<file path="config.mk">
export PLATFORM = sky130hd
export DESIGN_NAME = x86_bcd_adjust_unit
export DESIGN_NICKNAME = d
export VERILOG_FILES = /design/src/rtl/core/x86_bcd_pkg.sv /design/src/rtl/core/x86_bcd_adjust_unit.sv
export SDC_FILE = /design/constraint.sdc
export NUM_CORES = 1
export LEC_CHECK = 0
export ABC_AREA = 1
export BUFFER_PORTS_ARGS = -buffer_cell sky130_fd_sc_hd__buf_2
export CORE_AREA = 2 2 149 151
export CTS_CLUSTER_DIAMETER = 50
export DETAILED_ROUTE_END_ITERATION = 12
export DIE_AREA = 0 0 151 153
export GPL_ROUTABILITY_DRIVEN = 0
export HOLD_SLACK_MARGIN = 0.05
export PLACE_DENSITY_LB_ADDON = 0.1
export SYNTH_ARGS = -nofsm -noshare
export SYNTH_HDL_FRONTEND = slang
export SYNTH_SLANG_ARGS = --single-unit
</file>
<file path="constraint.sdc">
create_clock -name i_clk -period 5.4 [get_ports i_clk]
set_input_delay 0.54 -clock i_clk [delete_from_list [all_inputs] [get_ports i_clk]]
set_output_delay 0.54 -clock i_clk [all_outputs]
set_load 0.005 [all_outputs]
</file>
<file path="src/rtl/core/x86_bcd_pkg.sv">
// Request and result types and function codes for the x86 decimal-adjust unit.
package x86_bcd_pkg;

    localparam logic [2:0] FUNC_DAA = 3'd0;
    localparam logic [2:0] FUNC_DAS = 3'd1;
    localparam logic [2:0] FUNC_AAA = 3'd2;
    localparam logic [2:0] FUNC_AAS = 3'd3;
    localparam logic [2:0] FUNC_AAD = 3'd4;
    localparam logic [2:0] FUNC_AAM = 3'd5;

    localparam logic [7:0]  ADJ_HI    = 8'h60;
    localparam logic [7:0]  ADJ_LO    = 8'h06;
    localparam logic [7:0]  BCD_MAX   = 8'h99;
    localparam logic [3:0]  NIB_MAX   = 4'h9;
    localparam logic [15:0] ADJ_AX    = 16'h0106;
    localparam logic [7:0]  AAA_SF_LO = 8'h7a;
    localparam logic [7:0]  AAA_SF_HI = 8'hf9;
    localparam logic [7:0]  AAS_SF_HI = 8'h85;
    localparam logic [7:0]  AAS_OF_LO = 8'h80;
    localparam logic [7:0]  DAS_CF_LO = 8'h05;
    localparam logic [3:0]  AAA_OF_HI = 4'h7;
    localparam logic [7:0]  NIB_MASK  = 8'h0f;

    typedef struct packed {
        logic [2:0] func;
        logic [7:0] al_in;
        logic [7:0] ah_in;
        logic       carry_in;
        logic       aux_carry_in;
        logic       overflow_in;
        logic [7:0] base;
    } t_request;

    typedef struct packed {
        logic [7:0] al_out;
        logic [7:0] ah_out;
        logic       carry_out;
        logic       aux_carry_out;
        logic       overflow_out;
        logic       sign_out;
        logic       zero_out;
        logic       parity_out;
        logic       divide_error;
    } t_result;

    typedef struct packed {
        logic [7:0] rem;
        logic [7:0] quo;
    } t_div;

endpackage

</file>
<file path="src/rtl/core/x86_bcd_adjust_unit.sv">
// Three-stage pipelined x86 DAA/DAS/AAA/AAS/AAD/AAM execution unit.
// An accepted request passes through stage registers A, B and C before its o_done strobe.
// Throughput: one request per cycle; busy stays low, the AAM divide runs
// as an 8-step restoring divider spread over the three stages (3, 3, 2 steps).
// Reset (synchronous, active low) clears all stage valid bits; in-flight
// requests are dropped and no result is strobed until new requests arrive.
module x86_bcd_adjust_unit (
    input  logic                 i_clk,
    input  logic                 i_rst_n,
    input  logic                 start,
    output logic                 busy,
    input  x86_bcd_pkg::t_request i_req,
    output logic                 o_done,
    output x86_bcd_pkg::t_result  o_res
);
    import x86_bcd_pkg::*;

    function automatic t_div div_step(input t_div d, input logic [7:0] b);
        logic [8:0] t;
        t_div       r;
        t = {d.rem, d.quo[7]};
        r.quo = {d.quo[6:0], 1'b0};
        if (t >= {1'b0, b}) begin
            r.rem    = 8'(t - {1'b0, b});
            r.quo[0] = 1'b1;
        end else begin
            r.rem = t[7:0];
        end
        return r;
    endfunction

    logic       r_a_vld, r_b_vld, r_c_vld;
    logic       n_a_vld, n_b_vld, n_c_vld;
    logic       r_a_aam, r_b_aam;
    t_result    r_a_res, r_b_res, r_c_res;
    t_result    n_a_res, n_c_res;
    t_div       r_a_div, r_b_div;
    t_div       n_a_div, n_b_div, n_c_div;
    logic [7:0] r_a_base, r_b_base;

    logic        low_big, hi_big, nib_big;
    logic [7:0]  al, ah, t8;
    logic [15:0] ax;
    logic [7:0]  prod;

    assign busy = 1'b0;
    assign n_a_vld = start & ~busy;
    assign n_b_vld = r_a_vld;
    assign n_c_vld = r_b_vld;

    always_comb begin
        al      = i_req.al_in;
        ah      = i_req.ah_in;
        nib_big = al[3:0] > NIB_MAX;
        low_big = nib_big | i_req.aux_carry_in;
        hi_big  = (al > BCD_MAX) | i_req.carry_in;
        t8      = al;
        ax      = {ah, al};
        prod    = 8'(ah * i_req.base);

        n_a_res.al_out        = al;
        n_a_res.ah_out        = ah;
        n_a_res.carry_out     = i_req.carry_in;
        n_a_res.aux_carry_out = i_req.aux_carry_in;
        n_a_res.overflow_out  = i_req.overflow_in;
        n_a_res.sign_out      = al[7];
        n_a_res.zero_out      = al == 8'h00;
        n_a_res.parity_out    = ~^al;
        n_a_res.divide_error  = 1'b0;

        unique case (i_req.func)
            FUNC_DAA: begin
                if (hi_big) t8 = t8 + ADJ_HI;
                if (low_big) t8 = t8 + ADJ_LO;
                n_a_res.al_out        = t8;
                n_a_res.carry_out     = hi_big;
                n_a_res.aux_carry_out = low_big;
                n_a_res.sign_out      = t8[7];
                n_a_res.zero_out      = t8 == 8'h00;
                n_a_res.parity_out    = ~^t8;
            end
            FUNC_DAS: begin
                if (hi_big) begin
                    t8 = t8 - ADJ_HI;
                    n_a_res.carry_out = 1'b1;
                end else begin
                    n_a_res.carry_out = low_big & (al <= DAS_CF_LO);
                end
                if (low_big) t8 = t8 - ADJ_LO;
                n_a_res.al_out        = t8;
                n_a_res.aux_carry_out = low_big;
                n_a_res.overflow_out  = al[7] & ~t8[7];
                n_a_res.sign_out      = t8[7];
                n_a_res.zero_out      = t8 == 8'h00;
                n_a_res.parity_out    = ~^t8;
            end
            FUNC_AAA: begin
                if (low_big) ax = ax + ADJ_AX;
                n_a_res.sign_out      = (al >= AAA_SF_LO) & (al <= AAA_SF_HI);
                n_a_res.overflow_out  = nib_big & (al[7:4] == AAA_OF_HI);
                n_a_res.carry_out     = low_big;
                n_a_res.aux_carry_out = low_big;
                n_a_res.zero_out      = nib_big ? (ax[7:0] == 8'h00)
                                      : (~i_req.aux_carry_in & (al == 8'h00));
                n_a_res.parity_out    = ~^ax[7:0];
                n_a_res.al_out        = ax[7:0] & NIB_MASK;
                n_a_res.ah_out        = ax[15:8];
            end
            FUNC_AAS: begin
                if (low_big) ax = ax - ADJ_AX;
                if (nib_big) begin
                    n_a_res.sign_out = al > AAS_SF_HI;
                end else if (i_req.aux_carry_in) begin
                    n_a_res.sign_out = (al < ADJ_LO) | (al > AAS_SF_HI);
                end else begin
                    n_a_res.sign_out = al[7];
                end
                n_a_res.overflow_out  = ~nib_big & i_req.aux_carry_in
                                      & (al >= AAS_OF_LO) & (al <= AAS_SF_HI);
                n_a_res.carry_out     = low_big;
                n_a_res.aux_carry_out = low_big;
                n_a_res.zero_out      = ax[7:0] == 8'h00;
                n_a_res.parity_out    = ~^ax[7:0];
                n_a_res.al_out        = ax[7:0] & NIB_MASK;
                n_a_res.ah_out        = ax[15:8];
            end
            FUNC_AAD: begin
                t8 = prod + al;
                n_a_res.al_out        = t8;
                n_a_res.ah_out        = 8'h00;
                n_a_res.carry_out     = 1'b0;
                n_a_res.aux_carry_out = 1'b0;
                n_a_res.overflow_out  = 1'b0;
                n_a_res.sign_out      = t8[7];
                n_a_res.zero_out      = t8 == 8'h00;
                n_a_res.parity_out    = ~^t8;
            end
            FUNC_AAM: begin
                n_a_res.sign_out     = 1'b0;
                n_a_res.zero_out     = 1'b0;
                n_a_res.parity_out   = 1'b0;
                n_a_res.divide_error = i_req.base == 8'h00;
            end
            default: begin
            end
        endcase
    end

    always_comb begin
        t_div d;
        d.rem = 8'h00;
        d.quo = i_req.al_in;
        d = div_step(d, i_req.base);
        d = div_step(d, i_req.base);
        n_a_div = div_step(d, i_req.base);
    end

    always_comb begin
        t_div d;
        d = div_step(r_a_div, r_a_base);
        d = div_step(d, r_a_base);
        n_b_div = div_step(d, r_a_base);
    end

    always_comb begin
        n_c_div = div_step(div_step(r_b_div, r_b_base), r_b_base);
        n_c_res = r_b_res;
        if (r_b_aam && !r_b_res.divide_error) begin
            n_c_res.al_out        = n_c_div.rem;
            n_c_res.ah_out        = n_c_div.quo;
            n_c_res.carry_out     = 1'b0;
            n_c_res.aux_carry_out = 1'b0;
            n_c_res.overflow_out  = 1'b0;
            n_c_res.sign_out      = n_c_div.rem[7];
            n_c_res.zero_out      = n_c_div.rem == 8'h00;
            n_c_res.parity_out    = ~^n_c_div.rem;
        end
    end

    always_ff @(posedge i_clk) begin
        if (!i_rst_n) begin
            r_a_vld <= 1'b0;
            r_b_vld <= 1'b0;
            r_c_vld <= 1'b0;
        end else begin
            r_a_vld <= n_a_vld;
            r_b_vld <= n_b_vld;
            r_c_vld <= n_c_vld;
        end
    end

    always_ff @(posedge i_clk) begin
        r_a_res  <= n_a_res;
        r_a_div  <= n_a_div;
        r_a_base <= i_req.base;
        r_a_aam  <= i_req.func == FUNC_AAM;
        r_b_res  <= r_a_res;
        r_b_div  <= n_b_div;
        r_b_base <= r_a_base;
        r_b_aam  <= r_a_aam;
        r_c_res  <= n_c_res;
    end

    assign o_done = r_c_vld;
    assign o_res  = r_c_res;

    a_latency: assert property (@(posedge i_clk) disable iff (!i_rst_n)
        (start && !busy) |-> ##3 o_done)
        else $error("accepted request did not complete in three cycles");

    a_de_flags: assert property (@(posedge i_clk) disable iff (!i_rst_n)
        (o_done && o_res.divide_error) |->
            (!o_res.sign_out && !o_res.zero_out && !o_res.parity_out))
        else $error("divide error result carries status flags");

    a_de_base: assert property (@(posedge i_clk) disable iff (!i_rst_n)
        (o_done && o_res.divide_error) |-> ($past(r_b_base) == 8'h00))
        else $error("divide error raised with nonzero base");

    a_aam_flags: assert property (@(posedge i_clk) disable iff (!i_rst_n)
        (o_done && $past(r_b_aam) && !o_res.divide_error) |->
            (!o_res.carry_out && !o_res.aux_carry_out && !o_res.overflow_out))
        else $error("aam result left carry or overflow set");

endmodule
</file>
# [After elaboration in Yosys (flattened, before gate mapping)]
# Cells that the tools add are included.
[op_classes] addsub=15 n_mul=1 order_cmp=17 n_eq_ne=6 n_mux=38 bitwise_logic=14 n_reduce_logical=19
[op_table] op="8-bit two-way mux" n=16
[op_table] op="8-bit zero test" n=8
[op_table] op="16-bit two-way mux" n=4
[op_table] op="9-bit by 8-bit greater-or-equal comparator with 1-bit output" n=7
[op_table] op="8-bit XNOR reduction" n=7
[op_table] op="8-bit subtractor" n=7
[op_table] op="8-bit case mux with 5 select lines" n=1
[op_table] op="8-bit case mux with 3 select lines" n=1
[op_table] op="22-bit two-way mux" n=1
[op_table] op="3-bit case mux with 6 select lines" n=1
[op_table] op="16-bit by 9-bit adder with 16-bit output, second input constant" n=1
[op_table] op="8-bit > comparator, second input constant" n=2
[op_table] op="8-bit less-or-equal comparator, second input constant" n=2
[op_table] op="16-bit by 9-bit subtractor with 16-bit output, second input constant" n=1
[op_table] op="1-bit two-way mux" n=12
[op_table] op="8-bit by 3-bit adder with 8-bit output, second input constant" n=1
[op_table] op="8-bit by 7-bit adder with 8-bit output, second input constant" n=1
[op_table] op="8-bit adder" n=1
[op_table] op="1-bit bitwise AND" n=8
[op_table] op="1-bit by 8-bit greater-or-equal comparator with 1-bit output" n=1
[op_table] op="8-bit by 7-bit greater-or-equal comparator with 1-bit output, second input constant" n=1
[op_table] op="8-bit greater-or-equal comparator, second input constant" n=1
[op_table] op="8-bit by 3-bit less-or-equal comparator with 1-bit output, second input constant" n=1
[op_table] op="8-bit by 3-bit less-than comparator with 1-bit output, second input constant" n=1
[op_table] op="other kinds (17)" n=23
[word_totals] ff_bits=122 output_inout_bits=25 wordCells=148

# [Depth between registers and ports, before layout]
[logic_depth] ltp_word=10 depth_mapped=33 depth_no_buf=32

# [Worst setup path before layout]
# No wires, ideal clock.
[synth_path] path_type="input -> register" start="in i_req[14] in the netlist's numbering" end="reg r_a_res[1] in the netlist's numbering" setup_ps=134 t_arrival_ps=4715 required_ps=5266 path_slack_ps=551 path_stages=26 n_path_buf=1 cell_sequence="clkbuf_1 > nand2_1 > fa_1 > fa_1 > inv_1 > ha_1 > inv_1 > fa_1 > inv_1 > fa_1 > nand3_1 > nand2_1 > nand2_1 > nand2_1 > nand2_1 > nand2_1 > inv_1 > nand3_1 > nand2_1 > inv_1 > ha_1 > xnor2_1 > xor2_1 > o22ai_1 > a21oi_1 > o2111ai_1"
[synth_lines] element="start, declared" line="x86_bcd_adjust_unit.sv:12" rtl="input x86_bcd_pkg::t_request i_req,"
[synth_lines] element="end signal, assigned" line="x86_bcd_adjust_unit.sv:193" rtl="r_a_res <= n_a_res;"
[synth_lines] element="end, declared" line="x86_bcd_adjust_unit.sv:35" rtl="t_result r_a_res, r_b_res, r_c_res;"

==> metrics.txt <==
Critical Path RT approximately 5.7 ns; CTS root buf clkbuf_16; final instance area 10,700 sq um; RSZ-0062 raised after global routing false; Core ar. ~21,000 sq um; HP Start i_req[19]; initial antenna violation count 1; Gate Count Post-Synth 1,304; row cnt between 50 and 60; CP Capture Type register; Adder-Cell Fraction of Synth Area between 20% and 30%; Synth Area in Compound Gates 11.4%; status finished, final reports clean; mapped cell area ~9500 sq um; global-route wire length before repair 40,100 um; period utilization about nine tenths; clk sinks 122; total CTS buffers 17; EDFF count, synth 0; post-synthesis sequential area ratio between 20% and 30%; reg2reg path depth 27; post-route ant nets 0; first-pass detailed-route iteration total 5; largest family of logic cells by synthesized area simple AND/OR/NAND/NOR gates; DRT Wirelength ~24,000 um; Hold Path Class in2reg; Layout area overhead 12.5%; GRT Overall Usage between 20 and 25%; Hold Violations, Final 0; number of global-route vias before repair 7,870; WS Path Type reg2reg; WHS Endpoint n_b_div[6]$_DFF_P_; CP startpoint kind register; Period minus WS final 4.92 ns; Die Y ~150 um; layout cells sized above 1 between 10 and 15%; post-DR wirelength/cell roughly 15 um; maxcap violations 0; vias 8,207; TNS Setup 0 ns; Fin Clk Skew about 0.011 ns; largest net degree at the start of global routing 24; Power Density about 460 nW/um^2; pins over their slew limit 0; Reg2Reg Setup Slack about 0.48 ns; critical path peak fanout 12; TritonCTS clock tree yes; Post-synth top cells nand2_1, inv_1, dfxtp_1, ha_1, nand3_1; remaining global-route overflow 0; post-synth cell types 56; slowest CP cell dfxtp_1; fraction of registers with async set/reset 0%; antenna cell count 0; ranking of synthesized cells by area dfxtp_1, ha_1, nand2_1; Yosys top cell by area dfxtp_1; Mapped Nets 1,477; initial drt markers between 400 and 500; Setup Viol. Count Final 0; R2R Path End r_b_div[12]$_DFF_P_; Leak Pwr between 5 and 6 nW; most frequent CP cell nand2_1; R2R Path Start r_a_base[2]$_DFF_P_; Post-DP HPWL 20,200 um; Total Nets Final between 1,500 and 2,000; Tightest Pin Transition 0.827 ns; dominant synthesized flop cell dfxtp_1; Synth top area share between 20 and 30%; Clock Pin Slew Worst Setup and Hold Paths about 0.050 ns; Seq cells post-synth 122; Syn Area/Cell 7.31 sq um; Initial Util 44.4%; Fmax around 0.20 GHz; Critical Path AT between 5 and 6 ns; H-tree levels 4; via/cell ratio ~4.9; post-synthesis xor/xnor area fraction roughly 6.4%; placed standard-cell area around 10,000 sq um; most frequent cell after synthesis nand2_1; relative slew slack 44.7%; WHS Path Cells 1; Die ar. 23,100 sq um; clk buf depth 2; Die W 151 um; Worst path max stage delay 0.39 ns; DRC Markers 0; Top Ports 58; Yosys warnings 0; Post-Synth Simple-Gate Area 26.5%; clock latency on the worst-skew pair 0.41 ns; IO Port Bufs 56; mux contribution to synthesized area 0%; Peak VDD IR 0.357 mV
-- layout make-up --
cell class / count / area [sq um]
fill: 2223 / 10800
multi-input combinational: 951 / 6170
sequential: 122 / 2440
inverter: 208 / 785
clock buffer: 21 / 460
timing repair buffer: 72 / 400
tap: 280 / 350
clock inverter: 11 / 121
-- flip-flops by register name, indices dropped and copies added (netlist names), 5 cells and up --
name,cells
n_b_div,5
r_b_res,22
r_a_res,23
n_c_div,6
r_b_base,8
o_res,23
r_a_div,11
r_b_div,10
r_a_base,8
-- where the power goes --
group,total [W],leakage [nW],internal [W],switching (W)
registers,0.00111,1.02,0.00106,0.0000569
clock network,0.00109,0.271,0.000700,0.000391
logic,0.00269,4.36,0.00110,0.00158
total,0.00489,5.66,0.00286,0.00203
-- cell usage in the layout, fill, tap and decap left out, types with 4 or more instances in the layout --
cell	synthesis	routed
clkinv_2	1	4
a21o_1	4	4
inv_1	197	196
nor2_2	6	6
o21ai_4	4	4
clkinvlp_4	0	5
fa_1	25	25
xnor2_1	29	29
o21ai_0	54	54
a21oi_1	61	61
nand2_2	11	11
nor3_1	13	13
nand2_1	349	349
nand3_1	78	78
inv_2	9	10
buf_2	9	56
nor2_1	55	55
nor2_4	7	7
o21bai_1	4	4
clkbuf_16	0	17
nand4_1	28	28
o21ai_2	10	10
ha_1	115	115
nand3b_1	4	4
xor2_1	41	41
dfxtp_1	122	121
nand2_4	4	4
o21ai_1	5	5
buf_4	1	16
o22ai_1	6	6
-- critical path, delay by kind of cell, from the launching register on --
kind | cells | cell delay [ns]
AND/OR/NAND/NOR | 12 | 1.36
adder cells (fa/ha/maj) | 3 | 1.03
flip-flops | 1 | 0.39
buffers and inverters | 2 | 0.29
AO/OA/AOI/OAI | 10 | 1.73
-- per-stage QoR --
| stage | hold slack, ns | worst slack [ns] | util, % | std cells | power [W] |
|---|---|---|---|---|---|
| finish | 0.305 | 0.480 | 49.9 | 1665 | 0.00489 |
| global route | 0.304 | 0.0238 | 49.9 | 1665 | 0.00537 |
| global placement | 0.310 | 0.308 | 47.2 | 1633 | 0.00382 |
| detailed placement | 0.312 | 0.213 | 47.2 | 1633 | 0.00382 |
| floorplan | 0.310 | 0.551 | - | 1304 | 0.00326 |
| CTS | 0.296 | 0.426 | 49.9 | 1665 | 0.00494 |
-- how the worst max path moves through the flow --
stage	startpoint	end	slack [ns]	cells after the start
final	r_a_base[2]$_DFF_P_	r_b_div[12]$_DFF_P_	0.48	27
after global routing	r_a_base[4]$_DFF_P_	r_b_div[14]$_DFF_P_	0.02	26
after CTS	r_a_base[1]$_DFF_P_	r_b_div[12]$_DFF_P_	0.43	27
after detailed placement	i_req[1]	r_a_res[1]$_DFF_P_	0.21	24
after global placement	i_req[1]	r_a_res[1]$_DFF_P_	0.31	24
after floorplan	i_req[14]	r_a_res[1]$_DFF_P_	0.55	26
-- logic make-up (layout without fill, tap and decap cells) --
kind of cell             after synthesis  in the layout
XOR/XNOR                              70             70
flip-flops                           122            122
buffers and inverters                231            312
AO/OA/AOI/OAI                        172            172
AND/OR/NAND/NOR                      568            568
adder cells (fa/ha/maj)              140            140
other                                  1              1
-- repair_timing --
item	CTS	global route
resized for setup	0	2
setup endpoints to repair	0	8
hold buffers	0	0
setup buffers	0	0
-- per-layer routing --
| metal | share of wire (%) | up-vias | wire length (um) | global-route usage (%) |
|---|---|---|---|---|
| li1 | - | 4324 | - | - |
| met1 | 48 | 3678 | 11900 | 30.6 |
| met2 | 45 | 177 | 11000 | 35.7 |
| met3 | 4.6 | 26 | 1110 | 3.58 |
| met4 | 1.8 | 2 | 439 | 6.45 |
| met5 | 0.049 | - | 12 | 0 |
Power figures use the tool's default switching activity.
